[src/rotate_project_zbuffer_plot_defines.svh]
// assertion macros used by the point plotter controller
`ifndef ROTATE_PROJECT_ZBUFFER_PLOT_DEFINES_SVH
`define ROTATE_PROJECT_ZBUFFER_PLOT_DEFINES_SVH

// property that must hold in the same cycle as its trigger
`define RPPZ_ASSERT_NOW(label, clk, rst, ante, cons, msg) \
   label: assert property (@(posedge clk) disable iff (rst) (ante) |-> (cons)) \
      else $error(msg);

// property that must hold in the cycle after its trigger
`define RPPZ_ASSERT_NEXT(label, clk, rst, ante, cons, msg) \
   label: assert property (@(posedge clk) disable iff (rst) (ante) |=> (cons)) \
      else $error(msg);

`endif

[src/rppz_pkg.sv]
// shared types and constants of the point plotter
`timescale 1ns / 1ps

package rppz_pkg;

   // field widths
   localparam int CSR_AW    = 5;
   localparam int PIX_W     = 12;
   localparam int SYM_W     = 8;
   localparam int DEPTH_W   = 24;
   localparam int WORD_W    = DEPTH_W + SYM_W;

   // datapath widths, sized to the exact product ranges
   localparam int PROD1_W   = 23;
   localparam int UV_W      = 24;
   localparam int W_W       = 40;
   localparam int M_W       = 41;
   localparam int CM_W      = 57;
   localparam int ROT_W     = 58;
   localparam int Z42_W     = 55;
   localparam int Z14_W     = 28;
   localparam int XY14_W    = 30;
   localparam int DIV_W     = 27;
   localparam int ZV_W      = 32;
   localparam int PROJ_W    = 63;
   localparam int T_W       = 66;
   localparam int CR_W      = 28;
   localparam int P_W       = 40;

   localparam logic [SYM_W-1:0]   SPACE_CODE = 8'd32;
   localparam logic [DEPTH_W-1:0] ZINV_MAX   = 24'hFF_FFFF;
   localparam logic               ACTION_READ = 1'b1;

   typedef enum logic [1:0] {
      STATUS_WRITTEN = 2'd0,
      STATUS_HIDDEN  = 2'd1,
      STATUS_DROPPED = 2'd2,
      STATUS_READ    = 2'd3
   } status_type;

   typedef enum logic [2:0] {
      REG_SIN_A    = 3'd0,
      REG_COS_A    = 3'd1,
      REG_SIN_B    = 3'd2,
      REG_COS_B    = 3'd3,
      REG_SIN_C    = 3'd4,
      REG_COS_C    = 3'd5,
      REG_OBJ_DIST = 3'd6,
      REG_VIEW_DIST = 3'd7
   } reg_index_type;

   typedef enum logic [4:0] {
      ST_CLEAR, ST_IDLE,
      ST_ROT1, ST_ROT2, ST_ROT3, ST_ROT4, ST_ROT5, ST_ROT6, ST_ROT7,
      ST_DROP, ST_DIV,
      ST_PRJ1, ST_PRJ2, ST_PRJ3, ST_PRJ4, ST_PRJ5,
      ST_MEM_RD, ST_MEM_UPD, ST_CLR_RD, ST_CLR_UPD, ST_DONE
   } state_type;

   typedef enum logic [4:0] {
      STEP_NONE, STEP_CLEAR, STEP_LOAD,
      STEP_ROT1, STEP_ROT2, STEP_ROT3, STEP_ROT4, STEP_ROT5, STEP_ROT6, STEP_ROT7,
      STEP_DROP, STEP_DIV, STEP_ZV, STEP_PX, STEP_PY, STEP_COLROW, STEP_PIX,
      STEP_RD_PIX, STEP_UPD_PIX, STEP_RD_CELL, STEP_UPD_CELL
   } step_type;

   typedef struct packed {
      logic signed [15:0] sin_a;
      logic signed [15:0] cos_a;
      logic signed [15:0] sin_b;
      logic signed [15:0] cos_b;
      logic signed [15:0] sin_c;
      logic signed [15:0] cos_c;
      logic [9:0]         object_distance;
      logic [7:0]         viewer_distance;
   } cfg_type;

   localparam cfg_type CFG_RESET = '{
      sin_a: 16'sd0, cos_a: 16'sd16384,
      sin_b: 16'sd0, cos_b: 16'sd16384,
      sin_c: 16'sd0, cos_c: 16'sd16384,
      object_distance: 10'd100, viewer_distance: 8'd40
   };

   typedef struct packed {
      logic              action;
      logic signed [6:0] point_x;
      logic signed [6:0] point_y;
      logic signed [6:0] point_z;
      logic [7:0]        symbol_in;
      logic [11:0]       cell_index;
   } req_type;

   typedef struct packed {
      step_type step;
      logic     push;
   } cmd_type;

   typedef struct packed {
      logic clr_last;
      logic div_last;
      logic behind;
      logic near;
      logic off;
      logic oob;
      logic req_read;
      logic out_free;
   } sts_type;

endpackage

[src/rppz_ctrl.sv]
// sequencing state machine of the point plotter
`timescale 1ns / 1ps
`include "rotate_project_zbuffer_plot_defines.svh"

module rppz_ctrl (
   input  logic              clock,
   input  logic              reset,
   input  logic              req_valid,
   output logic              req_ready,
   input  rppz_pkg::sts_type sts,
   output rppz_pkg::cmd_type cmd
);

   rppz_pkg::state_type state_ff;
   rppz_pkg::state_type state_in;

   // state register
   always_ff @(posedge clock) begin
      if (reset) begin
         state_ff <= rppz_pkg::ST_CLEAR;
      end else begin
         state_ff <= state_in;
      end
   end

   // next state
   always_comb begin
      state_in = state_ff;
      unique case (state_ff)
         rppz_pkg::ST_CLEAR:   if (sts.clr_last) state_in = rppz_pkg::ST_IDLE;
         rppz_pkg::ST_IDLE: begin
            if (req_valid) begin
               state_in = sts.req_read ? rppz_pkg::ST_CLR_RD : rppz_pkg::ST_ROT1;
            end
         end
         rppz_pkg::ST_ROT1:    state_in = rppz_pkg::ST_ROT2;
         rppz_pkg::ST_ROT2:    state_in = rppz_pkg::ST_ROT3;
         rppz_pkg::ST_ROT3:    state_in = rppz_pkg::ST_ROT4;
         rppz_pkg::ST_ROT4:    state_in = rppz_pkg::ST_ROT5;
         rppz_pkg::ST_ROT5:    state_in = rppz_pkg::ST_ROT6;
         rppz_pkg::ST_ROT6:    state_in = rppz_pkg::ST_ROT7;
         rppz_pkg::ST_ROT7: begin
            if (sts.behind) begin
               state_in = rppz_pkg::ST_DROP;
            end else if (sts.near) begin
               state_in = rppz_pkg::ST_PRJ1;
            end else begin
               state_in = rppz_pkg::ST_DIV;
            end
         end
         rppz_pkg::ST_DROP:    state_in = rppz_pkg::ST_DONE;
         rppz_pkg::ST_DIV:     if (sts.div_last) state_in = rppz_pkg::ST_PRJ1;
         rppz_pkg::ST_PRJ1:    state_in = rppz_pkg::ST_PRJ2;
         rppz_pkg::ST_PRJ2:    state_in = rppz_pkg::ST_PRJ3;
         rppz_pkg::ST_PRJ3:    state_in = rppz_pkg::ST_PRJ4;
         rppz_pkg::ST_PRJ4:    state_in = rppz_pkg::ST_PRJ5;
         rppz_pkg::ST_PRJ5:    state_in = rppz_pkg::ST_MEM_RD;
         rppz_pkg::ST_MEM_RD:
            state_in = sts.off ? rppz_pkg::ST_DONE : rppz_pkg::ST_MEM_UPD;
         rppz_pkg::ST_MEM_UPD: state_in = rppz_pkg::ST_DONE;
         rppz_pkg::ST_CLR_RD:
            state_in = sts.oob ? rppz_pkg::ST_DONE : rppz_pkg::ST_CLR_UPD;
         rppz_pkg::ST_CLR_UPD: state_in = rppz_pkg::ST_DONE;
         rppz_pkg::ST_DONE:    if (sts.out_free) state_in = rppz_pkg::ST_IDLE;
         default:              state_in = rppz_pkg::ST_CLEAR;
      endcase
   end

   // datapath commands
   always_comb begin
      cmd.step  = rppz_pkg::STEP_NONE;
      cmd.push  = 1'b0;
      req_ready = 1'b0;
      unique case (state_ff)
         rppz_pkg::ST_CLEAR:   cmd.step = rppz_pkg::STEP_CLEAR;
         rppz_pkg::ST_IDLE: begin
            req_ready = 1'b1;
            if (req_valid) cmd.step = rppz_pkg::STEP_LOAD;
         end
         rppz_pkg::ST_ROT1:    cmd.step = rppz_pkg::STEP_ROT1;
         rppz_pkg::ST_ROT2:    cmd.step = rppz_pkg::STEP_ROT2;
         rppz_pkg::ST_ROT3:    cmd.step = rppz_pkg::STEP_ROT3;
         rppz_pkg::ST_ROT4:    cmd.step = rppz_pkg::STEP_ROT4;
         rppz_pkg::ST_ROT5:    cmd.step = rppz_pkg::STEP_ROT5;
         rppz_pkg::ST_ROT6:    cmd.step = rppz_pkg::STEP_ROT6;
         rppz_pkg::ST_ROT7:    cmd.step = rppz_pkg::STEP_ROT7;
         rppz_pkg::ST_DROP:    cmd.step = rppz_pkg::STEP_DROP;
         rppz_pkg::ST_DIV:     cmd.step = rppz_pkg::STEP_DIV;
         rppz_pkg::ST_PRJ1:    cmd.step = rppz_pkg::STEP_ZV;
         rppz_pkg::ST_PRJ2:    cmd.step = rppz_pkg::STEP_PX;
         rppz_pkg::ST_PRJ3:    cmd.step = rppz_pkg::STEP_PY;
         rppz_pkg::ST_PRJ4:    cmd.step = rppz_pkg::STEP_COLROW;
         rppz_pkg::ST_PRJ5:    cmd.step = rppz_pkg::STEP_PIX;
         rppz_pkg::ST_MEM_RD:
            cmd.step = sts.off ? rppz_pkg::STEP_DROP : rppz_pkg::STEP_RD_PIX;
         rppz_pkg::ST_MEM_UPD: cmd.step = rppz_pkg::STEP_UPD_PIX;
         rppz_pkg::ST_CLR_RD:  cmd.step = rppz_pkg::STEP_RD_CELL;
         rppz_pkg::ST_CLR_UPD: cmd.step = rppz_pkg::STEP_UPD_CELL;
         rppz_pkg::ST_DONE:    cmd.push = sts.out_free;
         default:              cmd.step = rppz_pkg::STEP_NONE;
      endcase
   end

   // checks
   `RPPZ_ASSERT_NEXT(a_accept_leaves_idle, clock, reset, req_valid && req_ready, state_ff != rppz_pkg::ST_IDLE, "accepted request did not start work")
   `RPPZ_ASSERT_NOW(a_push_needs_room, clock, reset, cmd.push, sts.out_free, "response pushed into a full output register")
   `RPPZ_ASSERT_NOW(a_div_entry, clock, reset, state_ff == rppz_pkg::ST_DIV, $past(state_ff) == rppz_pkg::ST_ROT7 || $past(state_ff) == rppz_pkg::ST_DIV, "divider entered without setup")

endmodule

[config.mk]
export PLATFORM = sky130hd
export DESIGN_NAME = rppz_ctrl
export DESIGN_NICKNAME = d
export VERILOG_FILES = /design/src/rppz_pkg.sv /design/src/rppz_ctrl.sv
export VERILOG_INCLUDE_DIRS = /design/src /design/src/src
export SDC_FILE = /design/constraint.sdc
export NUM_CORES = 1
export LEC_CHECK = 0
export BUFFER_PORTS_ARGS = -buffer_cell sky130_fd_sc_hd__buf_2
export CORE_MARGIN = 2
export CORE_UTILIZATION = 38
export CTS_BUF_LIST = sky130_fd_sc_hd__clkbuf_4
export CTS_CLUSTER_SIZE = 24
export DETAILED_ROUTE_END_ITERATION = 12
export HOLD_SLACK_MARGIN = 0.06
export PLACE_DENSITY_LB_ADDON = 0.3
export SLEW_MARGIN = 20
export SYNTH_ARGS = -nofsm -noshare
export SYNTH_HDL_FRONTEND = slang
export SYNTH_SLANG_ARGS = --single-unit
[constraint.sdc]
create_clock -name clock -period 1.98 [get_ports clock]
set_input_delay 0.099 -clock clock [delete_from_list [all_inputs] [get_ports clock]]
set_output_delay 0.099 -clock clock [all_outputs]
set_load 0.01 [all_outputs]
Word level (Yosys, flattened, before mapping)
Cells that the tools add are included.
Storage, ports and cells
  output and inout bits: 7
  input port bits: 11
  register bits after elaboration: 5
  word-level logic and storage cells: 43
Operators by class
  muxes and demuxes: 15
  reduce and logical (&&, ||, !) cells: 3
  eq/ne operators: 24
Operators by type and width (number)
  one-hot mux 5 bit (20 select lines): 1
  one-hot mux 5 bit (19 select lines): 1
  equality test 5 x 4 -> 1 bit, second input constant: 8
  two-way mux 5 bit: 6
  equality test 5 bit, second input constant: 5
  equality test 5 x 3 -> 1 bit, second input constant: 4
  equality test 5 x 2 -> 1 bit, second input constant: 2
  != test 2 bit, second input constant: 4
  two-way mux 3 bit: 2
  equality test 5 x 1 -> 1 bit, second input constant: 1
  zero test 5 bit: 1
  two-way mux 2 bit: 2
  AND reduction 4 bit: 1
  two-way mux 1 bit: 3
  OR reduction 3 bit: 1

Logic depth before layout (Yosys ltp)
  depth in word-level cells: 3
  depth in mapped cells: 6

Worst setup path before layout
OpenSTA, ideal clock, no wires.
  path kind: register -> register
  start: register state_ff[3]
  end: register state_ff[0]
  setup slack: 0.507 ns
  buffers on the path: 1
  stages on the path, launching flop included: 7
  data arrival time: 1.348 ns
  cells stage by stage: dfxtp_1 > buf_4 > or4b_1 > a21o_1 > o2111ai_2 > o22ai_1 > nor3b_1
Between the ends
  longest elaborated chain between the ends: 3
  elaborated cells between the ends (all ways): 28
  those cells by class: eq/ne: 24; mux: 1; reduce/logical: 3
Ends and longest elaborated chain
  from (decl): RTL line rppz_ctrl.sv:14  | rppz_pkg::state_type state_ff;
  from (signal assigned): RTL line rppz_ctrl.sv:20  | state_ff <= rppz_pkg::ST_CLEAR;
  from (signal assigned): RTL line rppz_ctrl.sv:22  | state_ff <= state_in;
  equality test 5 bit (tied with other cells): RTL line rppz_ctrl.sv:29  | unique case (state_ff)
  OR reduction 3 bit (no source line) or != test 2 bit (tied branches)
  one-hot mux 5 bit (19 select lines) or AND reduction 4 bit (tied branches)
Parallel ways exist; a longest one is shown, timed or not.
A chain may end at the register's enable or synchronous reset.

==> run summary <==
## Clock network
• **Longest Clk Path Bufs** 2
• **number of CTS-inserted buffers** 3
• **TritonCTS clock tree** done
• **clock tree root driver cell** clkbuf_4
• **H-tree Lvls** 1
• **number of hold buffers added after CTS** 0
• **Num Clock Sinks** 5
• **Clk Latency, worst-skew pair** 0.25 ns
• **clock slew seen by the registers of the worst setup and hold paths** 0.05 ns
• **number of gates resized after CTS** 0
• **number of post-CTS setup repair buffers** 0

## Placement
• **GP Congestion** 0.892
• **total half-perimeter wirelength after legalization and detailed placement** 1.27 mm
• **pre-CTS WS** 0.348 ns
• **number of port buffers** 17

## Routing
• **violation count after the first detailed-route iteration** 35
• **total iterations of the first detailed-routing run** 4
• **DR WL/cell** 13.2 um
• **Via Count** 777
• **number of remaining DRC errors** 0
• **Vias/cell** 6.17
• **total routed wirelength** 1.67 mm
• **DRT antenna net count** 0

## Synthesis
• **Warnings, synthesis** 0
• **area fraction in and, or, nand and nor cells after synthesis** 33.6%
• **share of the synthesized area in the top cell type** 16.7%
• **compound-cell area share of the yosys netlist** 38.2%
• **adder-cell share of the synthesized area** 0%
• **#FFs+latches synth** 5
• **main area contributors after synthesis** dfxtp_1 17%, nand2_1 6.9%, o21ai_0 6.7%
• **share of the yosys chip area belonging to registers** 16.7%
• **number of library cell types mapped by synthesis** 35
• **post-synth top area cell** dfxtp_1
• **cell area after synthesis** 599 um^2
• **nets in the synthesized netlist** 103
• **xor/xnor cell area share of the yosys netlist** 0%
• **mean cell area of the mapped netlist** 6.51 um^2
• **dominant combinational cell family by area after synthesis** compound AO/OA/AOI/OAI gates
• **gate count of the mapped netlist** 92
• **share of synthesized area spent on multiplexers** 1.67%

## Cells and area
• **diode insertion count for antenna repair** 0
• **share of layout cells above drive strength 1** 30.0%
• **final layout net count** 122
• **most common cell after layout, fill and taps aside** buf_2
• **flip-flop count of the largest register, all copies and words added** 5
• **largest registers** state_ff (5)
• **Area growth syn-to-layout** 24.6%
• **Biggest register** state_ff
• **commonest cells after routing, fill and taps aside** 17 x buf_2, 11 x nand2_1, 8 x o21ai_0, 7 x nor2_1, 7 x a21oi_1

## STA
• **unrepaired setup endpoints after global routing** no
• **Final Setup Violations** 0
• **Total Neg Setup Slack** 0 ns
• **Min Clock Period, post-route** 1.79 ns
• **max-slew violation total from the final report** 0
• **Achievable Freq** 0.558 GHz
• **final worst slack** 0.188 ns
• **post-route clock skew** 0.00398 ns
• **worst max-slew margin expressed relative to the limit** 77.2%
• **slew at the pin closest to its max-slew limit** 0.339 ns
• **final clock period utilization by the worst path** 90.5%
• **final hold violations** 0

## GRT
• **number of antenna violations at the first check in global routing** 0
• **all-layer global routing usage** 19.9%
• **global route overflow** 0
• **wire length of the first global-routing pass** 2.82 mm
• **vias in the first global route** 637
• **pin count of the biggest net entering global routing** 20

## Setup path
• **kind of end point of the critical path** output port
• **register-to-register setup slack** 0.36 ns
• **Crit path required time** 1.88 ns
• **Crit Path Class** reg -> out
• **data arrival time of the critical path** 1.69 ns
• **depth of the worst register-to-register path** 5
• **endpoint of the worst-slack reg-to-reg timing path** state_ff[0]
• **type of element launching the critical path** register
• **largest driver fanout on the critical path** 12
• **worst flop-to-flop path startpoint** state_ff[3]

## Floorplanning
• **Std-Cell Core Area** 0.00149 mm^2
• **count of pins on the block boundary** 18
• **standard-cell row count** 14
• **effective utilization at floorplan** 40.3%
• **Die Span Y** 43.7 um
• **horizontal die dimension** 43.7 um
• **die area** 0.00191 mm^2

## Min path
• **Endpoint, Worst Hold** state_ff[2]
• **critical hold path startpoint** reset
• **depth of the worst hold-timing path** 2
• **worst hold path type** in -> reg

## Job
• **maximum capacitance violations** 0

## Power
• **worst vdd rail ir drop** 0.000460 V
• **Pwr Density** 846 mW/mm^2
• **leak pwr** 0.000301 uW

## Outcome
• **outcome** complete, no violations

==> cells by family (layout without fill, tap and decap cells) <==
kind of cell           Yosys count  in the layout
AO/OA/AOI/OAI                   34             34
flip-flops                       5              5
AND/OR/NAND/NOR                 38             38
multiplexers                     1              1
buffers and inverters           14             32
==> metal layers <==
| layer | wire [um] | track usage, % |
|---|---|---|
| met3 | 163 | 3.33 |
| met4 | 44 | 10.9 |
| met2 | 759 | 28.8 |
| met5 | 0 | 0 |
| met1 | 699 | 27.9 |
==> where the power goes <==
group / switching (uW) / internal [uW]
registers: 33.0 / 119
logic: 194 / 149
clock network: 47.2 / 90.2
==> area by class of cell <==
| type | count | area [um^2] |
|---|---|---|
| inverters | 5 | 18.8 |
| multi-input cells | 73 | 447 |
| clock buffers | 4 | 30.0 |
| flip-flops and latches | 5 | 101 |
| fillers | 149 | 742 |
| repair buffers | 23 | 130 |
| well taps | 16 | 20.0 |
==> synthesized netlist by cell type <==
cell / n
nor3_1: 2
or4b_1: 1
o32ai_1: 1
nand2_1: 11
a21o_1: 2
o22ai_1: 4
or2_2: 1
a221oi_1: 1
buf_2: 2
a31oi_1: 2
inv_1: 5
nor2_1: 7
and4_1: 1
a311o_2: 1
clkbuf_1: 5
o2111ai_2: 1
nor2b_1: 3
nor3b_1: 1
buf_1: 1
dfxtp_1: 5
mux2i_1: 1
or4_4: 1
nand2b_1: 1
buf_4: 1
nand3b_1: 1
o311ai_0: 1
a32oi_1: 1
a2bb2oi_1: 1
or2_1: 1
nand3_1: 2
o31ai_1: 3
o31a_1: 1
o21ai_0: 8
nor4_1: 5
a21oi_1: 7
==> through the flow <==
stage	power (uW)	utilization (%)	instance area [um^2]	hold WS (ns)	instances
after global placement	490	47.6	709	0.342	122
after floorplan	381	-	599	0.171	92
final	632	50.2	747	0.0751	126
after global routing	687	50.2	747	0.0764	126
after CTS	629	49.7	739	0.0795	126
after detailed placement	490	47.6	709	0.337	122
==> worst max path at each step <==
stage / startpoint / endpoint / depth (start not counted)
final: state_ff[3] / cmd[2] / 6
after global routing: state_ff[3] / cmd[2] / 6
after CTS: state_ff[3] / cmd[2] / 6
after detailed placement: state_ff[3] / cmd[2] / 6
after global placement: state_ff[3] / cmd[2] / 6
after floorplan: state_ff[3] / state_ff[0] / 6
==> critical path, stage by stage, from the launching register on <==
cell,delay (ns)
dfxtp_1,0.45
buf_4,0.23
nor2b_1,0.27
o22ai_1,0.13
o21ai_0,0.11
o31ai_1,0.10
buf_2,0.14
No activity file was read; power rests on OpenSTA's default activity.
